[src/rtl/core/spt_pkg.sv]
// Shared types and constants for the socket port table.
// Used by spt_front, spt_back and socket_port_table_unit; depends on nothing.
`timescale 1ns / 1ps
package spt_pkg;

   localparam int DEF_TABLE_ENTRIES = 16;
   localparam int DEF_MAX_PAYLOAD   = 2048;
   localparam logic [15:0] EPH_BASE = 16'd49152;
   localparam int EPH_TRIES         = 1000;
   localparam int TRIES_W           = 10;
   localparam int SLOT_W            = 8;

   typedef enum logic [2:0] {
      ACT_OPEN_UDP = 3'd0,
      ACT_OPEN_TCP = 3'd1,
      ACT_CLOSE    = 3'd2,
      ACT_DELIVER  = 3'd3,
      ACT_RECEIVE  = 3'd4
   } action_type;

   typedef enum logic [2:0] {
      OP_OPEN_UDP,
      OP_OPEN_TCP,
      OP_CLOSE,
      OP_DELIVER,
      OP_RECEIVE,
      OP_NONE
   } op_type;

   typedef enum logic [2:0] {
      STAT_OK        = 3'd0,
      STAT_PORT_BUSY = 3'd1,
      STAT_FULL      = 3'd2,
      STAT_BAD_HDL   = 3'd3,
      STAT_BAD_LEN   = 3'd4,
      STAT_NO_DATA   = 3'd5,
      STAT_NO_MATCH  = 3'd6
   } status_type;

   typedef enum logic [2:0] {
      ST_IDLE,
      ST_DISPATCH,
      ST_SCAN_RD,
      ST_SCAN_EV,
      ST_RECV_RD,
      ST_RECV_EV,
      ST_DONE
   } state_type;

   // One classified word as it waits in the queue.
   typedef struct packed {
      op_type              op;
      logic                eph;
      logic                handle_ok;
      logic                len_ok;
      logic [SLOT_W-1:0]   slot;
      logic [15:0]         port;
      logic [31:0]         sip;
      logic [15:0]         sport;
      logic [15:0]         len;
   } item_type;

endpackage

[src/rtl/core/socket_port_table_unit.sv]
// Socket port table: UDP/TCP socket slots, port binding with ephemeral
// allocation, and a one-word mailbox per UDP socket.
//
// Request channel (req_*): one word per operation: open UDP, open TCP, close,
// deliver datagram, receive. A word is taken when req_valid is high and
// req_stall is low. A two-word queue sits behind the port, so requests are
// taken while the table is busy or a result waits.
// Result channel (rsp_*): one result word per request, in order, held in an
// output register until taken (rsp_valid high, rsp_stall low). A stalled
// result holds the sequencer; the queue then fills and raises req_stall.
// Sequence, from acceptance of a request to rsp_valid: the word is popped and
// dispatched; the table is scanned one entry at a time, each entry read and
// then evaluated. Close, rejected requests and unknown actions go from dispatch
// to the result; receive reads and evaluates the mailbox; open with a given port
// and deliver scan up to TABLE_ENTRIES entries. An ephemeral open scans the table
// for every candidate tried, at most 1000 candidates. The sequencer takes the next
// word in the cycle after a result is registered, so the table scan sets the rate.
// Reset (synchronous, active high) empties the table and the queue and sets
// the next ephemeral port to 49152; no clearing pass is needed.
// Depends on spt_pkg, spt_front and spt_back.
`timescale 1ns / 1ps
module socket_port_table_unit import spt_pkg::*; #(
   parameter int TABLE_ENTRIES = DEF_TABLE_ENTRIES,
   parameter int MAX_PAYLOAD   = DEF_MAX_PAYLOAD
) (
   input  logic        clock,
   input  logic        reset,
   input  logic        req_valid,
   output logic        req_stall,
   input  logic [2:0]  req_action,
   input  logic [15:0] req_port,
   input  logic [4:0]  req_handle,
   input  logic [31:0] req_source_ip,
   input  logic [15:0] req_source_port,
   input  logic [15:0] req_length,
   output logic        rsp_valid,
   input  logic        rsp_stall,
   output logic [2:0]  rsp_status,
   output logic [4:0]  rsp_handle_out,
   output logic [15:0] rsp_port_out,
   output logic [31:0] rsp_ip_out,
   output logic [11:0] rsp_length_out,
   output logic [4:0]  rsp_open_count
);

   logic     q_valid;
   logic     q_pop;
   item_type q_item;

   spt_front #(
      .TABLE_ENTRIES(TABLE_ENTRIES),
      .MAX_PAYLOAD  (MAX_PAYLOAD)
   ) u_front (
      .clock          (clock),
      .reset          (reset),
      .req_valid      (req_valid),
      .req_stall      (req_stall),
      .req_action     (req_action),
      .req_port       (req_port),
      .req_handle     (req_handle),
      .req_source_ip  (req_source_ip),
      .req_source_port(req_source_port),
      .req_length     (req_length),
      .q_valid        (q_valid),
      .q_item         (q_item),
      .q_pop          (q_pop)
   );

   spt_back #(
      .TABLE_ENTRIES(TABLE_ENTRIES)
   ) u_back (
      .clock         (clock),
      .reset         (reset),
      .q_valid       (q_valid),
      .q_item        (q_item),
      .q_pop         (q_pop),
      .rsp_valid     (rsp_valid),
      .rsp_stall     (rsp_stall),
      .rsp_status    (rsp_status),
      .rsp_handle_out(rsp_handle_out),
      .rsp_port_out  (rsp_port_out),
      .rsp_ip_out    (rsp_ip_out),
      .rsp_length_out(rsp_length_out),
      .rsp_open_count(rsp_open_count)
   );

   // A failed operation returns no handle, address or length.
   a_fail_clean: assert property (@(posedge clock) disable iff (reset)
      (rsp_valid && rsp_status != STAT_OK) |->
         (rsp_handle_out == 5'd0 && rsp_ip_out == 32'd0 && rsp_length_out == 12'd0))
      else $error("failed result carries data");

   // An open result never carries mailbox contents.
   a_open_clean: assert property (@(posedge clock) disable iff (reset)
      (rsp_valid && rsp_handle_out != 5'd0) |->
         (rsp_ip_out == 32'd0 && rsp_length_out == 12'd0))
      else $error("open result carries mailbox data");

   // The queue is never popped when empty.
   a_pop_valid: assert property (@(posedge clock) disable iff (reset)
      q_pop |-> q_valid)
      else $error("pop from empty queue");

   // The queue accepts again right after reset.
   a_reset_ready: assert property (@(posedge clock)
      $past(reset) && !reset |-> !req_stall)
      else $error("stall right after reset");

endmodule

[src/rtl/core/spt_front.sv]
// Front end: accepts request words, decodes and checks them, and queues them.
// Depends on spt_pkg.
`timescale 1ns / 1ps
module spt_front import spt_pkg::*; #(
   parameter int TABLE_ENTRIES = DEF_TABLE_ENTRIES,
   parameter int MAX_PAYLOAD   = DEF_MAX_PAYLOAD
) (
   input  logic        clock,
   input  logic        reset,
   input  logic        req_valid,
   output logic        req_stall,
   input  logic [2:0]  req_action,
   input  logic [15:0] req_port,
   input  logic [4:0]  req_handle,
   input  logic [31:0] req_source_ip,
   input  logic [15:0] req_source_port,
   input  logic [15:0] req_length,
   output logic        q_valid,
   output item_type    q_item,
   input  logic        q_pop
);

   item_type          cls;
   logic [8:0]        slot9;
   item_type          q_ff [2];
   logic              wr_ptr_ff, wr_ptr_in;
   logic              rd_ptr_ff, rd_ptr_in;
   logic [1:0]        cnt_ff, cnt_in;
   logic              push;

   always_comb begin
      cls       = '0;
      slot9     = {4'd0, req_handle} - 9'd1;
      unique case (req_action)
         ACT_OPEN_UDP: cls.op = OP_OPEN_UDP;
         ACT_OPEN_TCP: cls.op = OP_OPEN_TCP;
         ACT_CLOSE:    cls.op = OP_CLOSE;
         ACT_DELIVER:  cls.op = OP_DELIVER;
         ACT_RECEIVE:  cls.op = OP_RECEIVE;
         default:      cls.op = OP_NONE;
      endcase
      cls.eph       = (req_port == 16'd0);
      cls.handle_ok = (req_handle != 5'd0) &&
                      ({4'd0, req_handle} <= 9'(TABLE_ENTRIES));
      cls.len_ok    = ({1'b0, req_length} <= 17'(MAX_PAYLOAD));
      cls.slot      = slot9[SLOT_W-1:0];
      cls.port      = req_port;
      cls.sip       = req_source_ip;
      cls.sport     = req_source_port;
      cls.len       = req_length;
   end

   assign req_stall = (cnt_ff == 2'd2);
   assign push      = req_valid && !req_stall;
   assign q_valid   = (cnt_ff != 2'd0);
   assign q_item    = q_ff[rd_ptr_ff];

   always_comb begin
      wr_ptr_in = push  ? !wr_ptr_ff : wr_ptr_ff;
      rd_ptr_in = q_pop ? !rd_ptr_ff : rd_ptr_ff;
      cnt_in    = cnt_ff + 2'(push) - 2'(q_pop);
   end

   always_ff @(posedge clock) begin
      if (reset) begin
         wr_ptr_ff <= 1'b0;
         rd_ptr_ff <= 1'b0;
         cnt_ff    <= 2'd0;
      end else begin
         wr_ptr_ff <= wr_ptr_in;
         rd_ptr_ff <= rd_ptr_in;
         cnt_ff    <= cnt_in;
      end
   end

   always_ff @(posedge clock) begin
      if (push) begin
         q_ff[wr_ptr_ff] <= cls;
      end
   end

endmodule

[src/rtl/core/spt_back.sv]
// Back end: the socket table, its mailboxes, the sequencer that scans the table
// and the result register. Depends on spt_pkg.
`timescale 1ns / 1ps
module spt_back import spt_pkg::*; #(
   parameter int TABLE_ENTRIES = DEF_TABLE_ENTRIES
) (
   input  logic        clock,
   input  logic        reset,
   input  logic        q_valid,
   input  item_type    q_item,
   output logic        q_pop,
   output logic        rsp_valid,
   input  logic        rsp_stall,
   output logic [2:0]  rsp_status,
   output logic [4:0]  rsp_handle_out,
   output logic [15:0] rsp_port_out,
   output logic [31:0] rsp_ip_out,
   output logic [11:0] rsp_length_out,
   output logic [4:0]  rsp_open_count
);

   localparam int N     = TABLE_ENTRIES;
   localparam int IDX_W = (N > 1) ? $clog2(N) : 1;
   localparam int CNT_W = $clog2(N + 1);

   state_type          state_ff, state_in;
   item_type           item_ff, item_in;
   logic [N-1:0]       used_ff, used_in, tcp_ff, tcp_in, ready_ff, ready_in;
   logic [15:0]        key_ff, key_in, eph_ff, eph_in, eph_next;
   logic [IDX_W-1:0]   idx_ff, idx_in, free_ff, free_in, slot, rd_addr, free_now;
   logic               found_ff, found_in;
   logic [TRIES_W-1:0] tries_ff, tries_in;
   logic [CNT_W-1:0]   cnt_ff, cnt_in;
   status_type         status_ff, status_in;
   logic [4:0]         hout_ff, hout_in;
   logic [15:0]        pout_ff, pout_in;
   logic [31:0]        ipout_ff, ipout_in;
   logic [11:0]        lout_ff, lout_in;
   logic               rv_ff, rv_in;
   logic [2:0]         rs_ff, rs_in;
   logic [4:0]         rh_ff, rh_in, rc_ff, rc_in;
   logic [15:0]        rp_ff, rp_in;
   logic [31:0]        ri_ff, ri_in;
   logic [11:0]        rl_ff, rl_in;

   logic [15:0]        port_mem [N];
   logic [31:0]        mb_ip_mem [N];
   logic [15:0]        mb_port_mem [N];
   logic [15:0]        mb_len_mem [N];
   logic [15:0]        port_rd_ff, sport_rd_ff, mlen_rd_ff;
   logic [31:0]        ip_rd_ff;
   logic               port_we, mb_we;

   logic               is_del, is_open, ent_used, ent_tcp, hit, last, restart;
   logic               have_free, out_free, tries_done;
   logic [8:0]         h9, c9;
   logic [15:0]        clip;

   assign slot       = item_ff.slot[IDX_W-1:0];
   assign is_del     = (item_ff.op == OP_DELIVER);
   assign is_open    = (item_ff.op == OP_OPEN_UDP) || (item_ff.op == OP_OPEN_TCP);
   assign ent_used   = used_ff[idx_ff];
   assign ent_tcp    = tcp_ff[idx_ff];
   assign hit        = ent_used && (port_rd_ff == key_ff) && (!is_del || !ent_tcp);
   assign last       = (idx_ff == IDX_W'(N - 1));
   assign tries_done = (tries_ff == TRIES_W'(EPH_TRIES));
   assign restart    = hit && is_open && item_ff.eph && !tries_done;
   assign have_free  = found_ff || !ent_used;
   assign free_now   = found_ff ? free_ff : idx_ff;
   assign out_free   = !rv_ff || !rsp_stall;
   assign eph_next   = (eph_ff == 16'hFFFF) ? EPH_BASE : eph_ff + 16'd1;
   assign rd_addr    = (state_ff == ST_SCAN_RD) ? idx_ff : slot;
   assign h9         = 9'(free_now) + 9'd1;
   assign c9         = 9'(cnt_ff);
   assign clip       = (mlen_rd_ff > item_ff.len) ? item_ff.len : mlen_rd_ff;

   // Next state.
   always_comb begin
      state_in = state_ff;
      unique case (state_ff)
         ST_IDLE: begin
            if (q_valid) state_in = ST_DISPATCH;
         end
         ST_DISPATCH: begin
            unique case (item_ff.op)
               OP_OPEN_UDP, OP_OPEN_TCP: state_in = ST_SCAN_RD;
               OP_DELIVER: state_in = item_ff.len_ok ? ST_SCAN_RD : ST_DONE;
               OP_RECEIVE: begin
                  if (item_ff.handle_ok && used_ff[slot] && !tcp_ff[slot] &&
                      ready_ff[slot]) begin
                     state_in = ST_RECV_RD;
                  end else begin
                     state_in = ST_DONE;
                  end
               end
               default: state_in = ST_DONE;
            endcase
         end
         ST_SCAN_RD: state_in = ST_SCAN_EV;
         ST_SCAN_EV: begin
            if (restart || (!hit && !last)) state_in = ST_SCAN_RD;
            else state_in = ST_DONE;
         end
         ST_RECV_RD: state_in = ST_RECV_EV;
         ST_RECV_EV: state_in = ST_DONE;
         ST_DONE: begin
            if (out_free) state_in = ST_IDLE;
         end
         default: state_in = ST_IDLE;
      endcase
   end

   // Datapath and table updates.
   always_comb begin
      item_in   = item_ff;
      used_in   = used_ff;
      tcp_in    = tcp_ff;
      ready_in  = ready_ff;
      key_in    = key_ff;
      eph_in    = eph_ff;
      idx_in    = idx_ff;
      free_in   = free_ff;
      found_in  = found_ff;
      tries_in  = tries_ff;
      cnt_in    = cnt_ff;
      status_in = status_ff;
      hout_in   = hout_ff;
      pout_in   = pout_ff;
      ipout_in  = ipout_ff;
      lout_in   = lout_ff;
      rv_in     = rv_ff && rsp_stall;
      rs_in     = rs_ff;
      rh_in     = rh_ff;
      rp_in     = rp_ff;
      ri_in     = ri_ff;
      rl_in     = rl_ff;
      rc_in     = rc_ff;
      q_pop     = 1'b0;
      port_we   = 1'b0;
      mb_we     = 1'b0;
      unique case (state_ff)
         ST_IDLE: begin
            if (q_valid) begin
               q_pop   = 1'b1;
               item_in = q_item;
            end
         end
         ST_DISPATCH: begin
            status_in = STAT_OK;
            hout_in   = 5'd0;
            pout_in   = 16'd0;
            ipout_in  = 32'd0;
            lout_in   = 12'd0;
            idx_in    = '0;
            found_in  = 1'b0;
            key_in    = item_ff.port;
            case (item_ff.op)
               OP_OPEN_UDP, OP_OPEN_TCP: begin
                  if (item_ff.eph) begin
                     key_in   = eph_ff;
                     eph_in   = eph_next;
                     tries_in = TRIES_W'(1);
                  end
               end
               OP_DELIVER: begin
                  if (!item_ff.len_ok) status_in = STAT_BAD_LEN;
               end
               OP_CLOSE: begin
                  if (item_ff.handle_ok && used_ff[slot]) begin
                     used_in[slot]  = 1'b0;
                     ready_in[slot] = 1'b0;
                     cnt_in         = cnt_ff - CNT_W'(1);
                  end else begin
                     status_in = STAT_BAD_HDL;
                  end
               end
               OP_RECEIVE: begin
                  if (!item_ff.handle_ok || !used_ff[slot] || tcp_ff[slot]) begin
                     status_in = STAT_BAD_HDL;
                  end else if (!ready_ff[slot]) begin
                     status_in = STAT_NO_DATA;
                  end
               end
               default: status_in = STAT_OK;
            endcase
         end
         ST_SCAN_RD: begin
         end
         ST_SCAN_EV: begin
            if (!ent_used && !found_ff) begin
               free_in  = idx_ff;
               found_in = 1'b1;
            end
            idx_in = idx_ff + IDX_W'(1);
            if (hit) begin
               if (is_del) begin
                  mb_we            = 1'b1;
                  ready_in[idx_ff] = 1'b1;
                  status_in        = STAT_OK;
               end else if (restart) begin
                  // Candidate in use: take the next ephemeral port and rescan.
                  key_in   = eph_ff;
                  eph_in   = eph_next;
                  tries_in = tries_ff + TRIES_W'(1);
                  idx_in   = '0;
               end else begin
                  status_in = STAT_PORT_BUSY;
               end
            end else if (last) begin
               if (is_del) begin
                  status_in = STAT_NO_MATCH;
               end else if (have_free) begin
                  port_we            = 1'b1;
                  used_in[free_now]  = 1'b1;
                  tcp_in[free_now]   = (item_ff.op == OP_OPEN_TCP);
                  ready_in[free_now] = 1'b0;
                  cnt_in             = cnt_ff + CNT_W'(1);
                  hout_in            = h9[4:0];
                  pout_in            = key_ff;
               end else begin
                  status_in = STAT_FULL;
               end
            end
         end
         ST_RECV_RD: begin
         end
         ST_RECV_EV: begin
            ipout_in       = ip_rd_ff;
            pout_in        = sport_rd_ff;
            lout_in        = clip[11:0];
            ready_in[slot] = 1'b0;
         end
         ST_DONE: begin
            if (out_free) begin
               rv_in = 1'b1;
               rs_in = status_ff;
               rh_in = hout_ff;
               rp_in = pout_ff;
               ri_in = ipout_ff;
               rl_in = lout_ff;
               rc_in = c9[4:0];
            end
         end
         default: q_pop = 1'b0;
      endcase
   end

   always_ff @(posedge clock) begin
      if (reset) begin
         state_ff <= ST_IDLE;
         used_ff  <= '0;
         tcp_ff   <= '0;
         ready_ff <= '0;
         eph_ff   <= EPH_BASE;
         cnt_ff   <= '0;
         rv_ff    <= 1'b0;
      end else begin
         state_ff <= state_in;
         used_ff  <= used_in;
         tcp_ff   <= tcp_in;
         ready_ff <= ready_in;
         eph_ff   <= eph_in;
         cnt_ff   <= cnt_in;
         rv_ff    <= rv_in;
      end
   end

   always_ff @(posedge clock) begin
      item_ff   <= item_in;
      key_ff    <= key_in;
      idx_ff    <= idx_in;
      free_ff   <= free_in;
      found_ff  <= found_in;
      tries_ff  <= tries_in;
      status_ff <= status_in;
      hout_ff   <= hout_in;
      pout_ff   <= pout_in;
      ipout_ff  <= ipout_in;
      lout_ff   <= lout_in;
      rs_ff     <= rs_in;
      rh_ff     <= rh_in;
      rp_ff     <= rp_in;
      ri_ff     <= ri_in;
      rl_ff     <= rl_in;
      rc_ff     <= rc_in;
   end

   // Table memories: one write and one registered read per cycle.
   always_ff @(posedge clock) begin
      if (port_we) begin
         port_mem[free_now] <= key_ff;
      end
      port_rd_ff <= port_mem[rd_addr];
   end

   always_ff @(posedge clock) begin
      if (mb_we) begin
         mb_ip_mem[idx_ff]   <= item_ff.sip;
         mb_port_mem[idx_ff] <= item_ff.sport;
         mb_len_mem[idx_ff]  <= item_ff.len;
      end
      ip_rd_ff    <= mb_ip_mem[rd_addr];
      sport_rd_ff <= mb_port_mem[rd_addr];
      mlen_rd_ff  <= mb_len_mem[rd_addr];
   end

   assign rsp_valid      = rv_ff;
   assign rsp_status     = rs_ff;
   assign rsp_handle_out = rh_ff;
   assign rsp_port_out   = rp_ff;
   assign rsp_ip_out     = ri_ff;
   assign rsp_length_out = rl_ff;
   assign rsp_open_count = rc_ff;

endmodule
[config.mk]
export PLATFORM = sky130hd
export DESIGN_NAME = socket_port_table_unit
export DESIGN_NICKNAME = d
export VERILOG_FILES = /design/src/rtl/core/spt_pkg.sv /design/src/rtl/core/socket_port_table_unit.sv /design/src/rtl/core/spt_front.sv /design/src/rtl/core/spt_back.sv
export SDC_FILE = /design/constraint.sdc
export NUM_CORES = 2
export LEC_CHECK = 0
export ABC_AREA = 1
export BUFFER_PORTS_ARGS = -buffer_cell sky130_fd_sc_hd__buf_2
export CAP_MARGIN = 30
export CORE_ASPECT_RATIO = 2
export CORE_MARGIN = 8
export CORE_UTILIZATION = 43
export DETAILED_ROUTE_END_ITERATION = 8
export GPL_TIMING_DRIVEN = 0
export PLACE_DENSITY_LB_ADDON = 0.25
export SLEW_MARGIN = 20
export SYNTH_ARGS = -nofsm -noshare
export SYNTH_HDL_FRONTEND = slang
export SYNTH_SLANG_ARGS = --single-unit
[constraint.sdc]
create_clock -name clock -period 14.1 [get_ports clock]
set_input_delay 1.41 -clock clock [delete_from_list [all_inputs] [get_ports clock]]
set_output_delay 1.41 -clock clock [all_outputs]
set_load 0.02 [all_outputs]
# Yosys cells after proc, flatten, opt, wreduce, memory -nomap -nowiden
# Memory sizes are Yosys's and may differ from the RTL's. A register that Yosys moved wholly into a read port is not among the register bits.
# Index checks and enable logic that the tools add are counted.
# W data, S select, Z words.
totals:
  output_inout_bits: 75
  regBits: 253
  elab_cells: 274
  ramBits: 1468
  inputBits: 92
  n_memories: 5
op_classes:
  n_addsub: 9
  bitwise_logic: 9
  n_reduce_logical: 61
  order_cmp: 9
  muxes: 117
  n_eq_ne: 38
mem_list:
  columns: ["name", "depth", "width", "read_ports", "rd_clocked_by_memory_dff", "write_ports", "line_no", "source"]
  rows:
  - ["u_back.mb_ip_mem", 16, 32, 1, 1, 1, "spt_back.sv:47", "logic [31:0] mb_ip_mem [N];"]
  - ["u_back.mb_len_mem", 16, 16, 1, 1, 1, "spt_back.sv:49", "logic [15:0] mb_len_mem [N];"]
  - ["u_back.mb_port_mem", 16, 16, 1, 1, 1, "spt_back.sv:48", "logic [15:0] mb_port_mem [N];"]
  - ["u_back.port_mem", 16, 16, 1, 1, 1, "spt_back.sv:46", "logic [15:0] port_mem [N];"]
  - ["u_front.q_ff", 2, 94, 1, 1, 1, "spt_front.sv:25", "item_type q_ff [2];"]
ops:
  columns: ["op", "count"]
  rows:
  - ["$mux W16", 28]
  - ["$pmux W16 S2", 3]
  - ["$pmux W16 S3", 2]
  - ["$pmux W32 S2", 1]
  - ["$mux W10", 5]
  - ["$mux W5", 10]
  - ["$and A16 B16 Y16", 3]
  - ["$mux W3", 13]
  - ["$not A16 Y16", 2]
  - ["$or A16 B16 Y16", 2]
  - ["$mux W1", 27]
  - ["$pmux W12 S2", 1]
  - ["$pmux W3 S7", 1]
  - ["$bmux W1 S4", 5]
  - ["$mux W4", 5]
  - ["$pmux W10 S2", 1]
  - ["$pmux W5 S2", 2]
  - ["$eq A3 B2 Y1 const B", 6]
  - ["$pmux W3 S3", 2]
  - ["$add A16 B1 Y16 const B", 1]
  - ["$bwmux W16", 1]
  - ["$eq A16 B16 Y1", 1]
  - ["$eq A16 B16 Y1 const B", 1]
  - ["$gt A16 B16 Y1", 1]
  - ["46 further kinds", 119]

# Depth between registers and ports, before layout
logic_depth:
  word_depth: 12
  depth_mapped: 17
  mapped_depth_nobuf: 16

# Cells and area by module
# Synthesis repeated with hierarchy kept, for this count alone.
hier_totals:
  hier_cells: 5525
  hier_area_um2: 73865.8
modules_own_cells:
  columns: ["module", "cells_each", "instances", "area_each_um2"]
  rows:
  - ["spt_back", 5155, 1, 66347.4]
  - ["spt_front", 370, 1, 7518.5]

# Worst setup path before layout
# Ideal clock, no wire load.
synth_timing:
  path_kind: "reg2reg"
  startpoint: "register u_back.key_ff[4]"
  endpoint: "memory u_back.mb_ip_mem[10][0], enable pin"
  slack_ps: 7453
  required_ps: 13535
  arrival_time_ps: 6082
  period_less_slack_ps: 6647
  stages_incl_launch_ff: 14
  cell_sequence: "edfxtp_1 > inv_1 > nand2_1 > nand2_1 > nor2_1 > nand2_1 > nor2_1 > nand2_1 > nor2_4 > nand2_2 > inv_2 > nand2_1 > buf_2 > nor3_1"
synth_between:
  elab_chain_len: 7
synth_lines:
  columns: ["item", "line_no", "source"]
  rows:
  - ["start: declaration", "spt_back.sv:29", "logic [15:0] key_ff, key_in, eph_ff, eph_in, eph_next;"]
  - ["start signal: assignment", "spt_back.sv:270", "key_ff <= key_in;"]
  - ["$eq A16 B16 Y1", "spt_back.sv:64", "assign hit = ent_used && (port_rd_ff == key_ff) && (!is_del || !ent_tcp);"]
  - ["$logic_and A1 B1 Y1 (2 in series)", "spt_back.sv:64", null]
  - ["$mux W1", "spt_back.sv:195", "if (hit) begin"]
  - ["$mux W1", "spt_back.sv:141", "unique case (state_ff)"]
  - ["$mux W1", "spt_back.sv:297", "if (mb_we) begin"]
  - ["$mux W1 (implied by the code)", "spt_back.sv:298", "mb_ip_mem[idx_ff] <= item_ff.sip;"]
  - ["end: declaration", "spt_back.sv:47", null]
# Every way passes these cells.

# Final worst setup path
layout_timing:
  startpoint: "register u_back.key_ff[0]"
  endpoint: "memory u_back.mb_ip_mem[4][23], enable pin"
# The elaborated chain is that of the path after synthesis.

==> summary.txt <==
Synth
  – Synthesized cell area: roughly 73000 um2
  – Syn Nets: about 5800
  – Simple-gate share of the synthesized area: roughly 9.9%
  – Async SR Flop Fraction: 0%
  – Seq cells post-synth: between 1500 and 2000
  – Syn Inst Count: around 5600
  – Synth Area in XOR/XNOR: 0.275%
  – Sequential share of the synthesized area: 75.1%
  – Unique masters post-synth: 51
  – Synth top area share: a little over two thirds
  – Adder-Cell Fraction of Synth Area: 0.591%
  – Top cells by area, synth: edfxtp_1 71%, o21ai_0 4.6%, nor2_1 4.3%
  – Ys Warns: 0
  – Number of enable flip-flop cells after synthesis: 1726
  – Mux share of post-synthesis cell area: less than 1%
  – Complex-gate fraction of the synthesized area: between 10% and 20%
  – Ys flop type: edfxtp_1
  – Syn Area/Cell: between 10 and 15 um2
  – Main combinational cell family by area after synthesis: compound AO/OA/AOI/OAI gates
  – Most area-hungry cell type in the Yosys netlist: edfxtp_1

Placed design
  – DP Area: roughly 79000 um2
  – DPL Wire Length: roughly 190 mm
  – RePlAce Congestion: between 0.9 and 1
  – Buffers on Ports: between 150 and 200

Timing
  – F_max: 0.179 GHz
  – Unrepaired setup endpoints after global routing: false
  – Hold Slack: roughly 0.42 ns
  – Slew @ Worst Pin: 1.13 ns
  – Final Setup Violations: 0
  – Tmin final: around 5.6 ns
  – Slew headroom: 24.2%
  – Final period util: 39.7%
  – Max Slew Vio Count: 0
  – Final hold violation count: 0
  – Layout Skew: between 0.05 and 0.06 ns
  – Setup tns final: 0 ns

Route
  – Vias per std cell: a little under 6
  – DRC violations left: 0
  – Initial DRC Count: 5911
  – Routed via count: about 50000
  – Drt total wl: 258 mm
  – DR WL/cell: ~30 um
  – Remaining antenna violation count: 0
  – Initial DRT Pass Iterations: 8

Die
  – Die width: approximately 310 um
  – # IOs: roughly 170
  – Starting Density: 43.2%
  – Vert. Die Dim: 600 um
  – Core box area: roughly 170000 um2
  – DIE AREA: between 150000 and 200000 um2
  – Std cell rows: 214

Global route
  – Number of global-route vias before repair: 50000
  – First-pass GRT wire length: roughly 360 mm
  – Largest net degree at the start of global routing: 26
  – Initial antenna violation count: 4
  – Gr ovfl total: 0
  – GRT Total Usage: 27.1%

Setup path
  – Startpoint Class: register
  – WP data arrival: between 6 and 7 ns
  – Required @ worst endpoint: around 15 ns
  – Most frequent CP cell: buf_4
  – Worst reg2reg setup slack: between 8 and 9 ns
  – Slowest CP cell: edfxtp_1
  – Critical Path End Type: register
  – Crit-path cells: inv_1 > nand2_1 > nand2_1 > nor2_1 > nand2_1 > nor2_1 > nand2_1 > nor2_4 > nand2_2 > inv_2 > nand2_1 > buf_2 > nor3_2 > buf_4 > buf_4 > buf_4 > buf_4 > buf_4 > buf_4 > buf_4 > buf_4
  – Critical setup path kind: register to register
  – Max Fanout on Critical Path: 18
  – Crit path largest cell delay: around 0.79 ns

Final layout
  – Synth-to-Final Area Change: 16.3%
  – Layout Nets: roughly 6300
  – Cell area after layout: around 85000 um2
  – Fillcell total: 14500
  – Core Util, Final: approximately half
  – Share of post-route cells with drive strength above 1: between 10% and 20%

Run
  – Maximum Capacitance Violations: 0

CTS
  – H-tree levels: 4
  – CTS clk-pin slew, worst paths: ~0.06 ns
  – Post-CTS Setup Bufs: 0
  – CTS tree: built
  – Post-CTS sizing: 0
  – Clock Sinks: 1883
  – CTS buffer count: ~170
  – CTS Root Cell: clkbuf_16
  – Clock tree buffer depth: 4
  – Clk Latency, worst-skew pair: about 0.85 ns
  – Hold_buf cts: 0

Power and ir drop
  – Max VDD drop: 0.137 mV
  – Power density over the cells: roughly 240 nW/um2
  – Leakage power: 29.4 nW

Worst hold path
  – Worst hold path type: register to register

Outcome
  – Status: finished clean
layout make-up:
type                       instances  area [um2]  area share [%]
timing repair buffer             383        3170            3.73
inverter                         221         835           0.980
clock buffer                     230        4770            5.60
sequential                      1883       55000            64.6
clock inverter                    79         935            1.10
multi-input combinational       3185       16100            18.9
antenna                            7        17.5          0.0206
buffer                           338        1500            1.77
tap                             2268        2840            3.33
path summary, 6_finish.rpt:
path | startpoint | to | depth (start not counted)
max | u_back.key_ff[0]$_DFFE_PP_ | u_back.mb_ip_mem[4][23]$_DFFE_PP_ | 21
min | u_back.lout_ff[8]$_SDFFCE_PP0P_ | u_back.rsp_length_out[8]$_DFFE_PP_ | 0
max reg2reg | u_back.key_ff[0]$_DFFE_PP_ | u_back.mb_ip_mem[4][23]$_DFFE_PP_ | 21
min reg2reg | u_back.lout_ff[8]$_SDFFCE_PP0P_ | u_back.rsp_length_out[8]$_DFFE_PP_ | 0
stage by stage:
stage                     setup slack, ns  std cells  total power, W
after floorplan                      7.45       5627          0.0116
after global placement             -0.365       8060          0.0152
after detailed placement             8.69       8275          0.0154
after CTS                            8.68       8584          0.0202
after global routing                 8.37       8588          0.0210
final                                8.50       8594          0.0203
cell families after synthesis:
family | Yosys count
DFF | 1883
xor gates and xnor gates | 23
muxes | 5
AOI/OAI and AO/OA | 1331
adders and majority gates | 34
and+or+nand+nor | 1792
buffers and inverters | 559
power by group:
part	leakage (nW)	switching, W	total, W	internal, W
clock	2.77	0.00209	0.00482	0.00273
combinational	9.64	0.00556	0.00738	0.00182
sequential	17.0	0.000863	0.00812	0.00726
Yosys cell counts, drive strengths merged, types with 2 or more instances:
library cell,n
edfxtp,1726
or2,5
o21ai,768
mux2,5
o221ai,228
dfxtp,157
nor2,873
nand2,725
nor3b,2
nand4,19
ha,33
nor3,26
xnor2,3
a22oi,16
a21oi,123
nand3,129
o22ai,95
o21a,3
o211ai,93
xor2,20
inv,219
clkbuf,224
clkinv,2
buf,114
nor4,10
cell usage in the layout, fill, tap and decap left out, drive strengths merged, types with 2 or more instances in the layout:
cell type / instances
a21oi: 123
nor3b: 2
o21a: 3
xnor2: 3
o22ai: 95
bufinv: 19
clkinv: 48
edfxtp: 1726
xor2: 20
a22oi: 16
o211ai: 93
nand4: 19
nor3: 26
mux2: 5
clkbuf: 454
nor2: 873
nand3: 129
or2: 5
o221ai: 228
ha: 33
diode: 7
nand2: 725
o21ai: 768
nor4: 10
clkinvlp: 8
inv: 225
dfxtp: 157
buf: 497
layer usage:
metal	vias up	global-route usage, %	share of wire (%)
li1	21700	-	-
met4	6	21.9	9.6
met5	-	0	0.014
met3	893	4.41	7.4
met1	24800	28.2	32
met2	2840	48.1	51
worst max-delay path: cells and delay by family, from the launching register on:
family	cells	cell delay, ns
buf+inv	11	2.75
flops	1	0.79
simple gates	10	1.70
flip-flops by register name (all words and copies together), names as in the netlist, 32 cells and up:
| name | cells |
|---|---|
| u_back.ip_rd_ff | 32 |
| u_back.ipout_ff | 32 |
| u_back.item_ff | 90 |
| u_back.mb_ip_mem | 512 |
| u_back.mb_len_mem | 256 |
| u_back.mb_port_mem | 256 |
| u_back.port_mem | 256 |
| u_back.rsp_ip_out | 32 |
| u_front.q_ff | 180 |
Power figures use the tool's default switching activity.
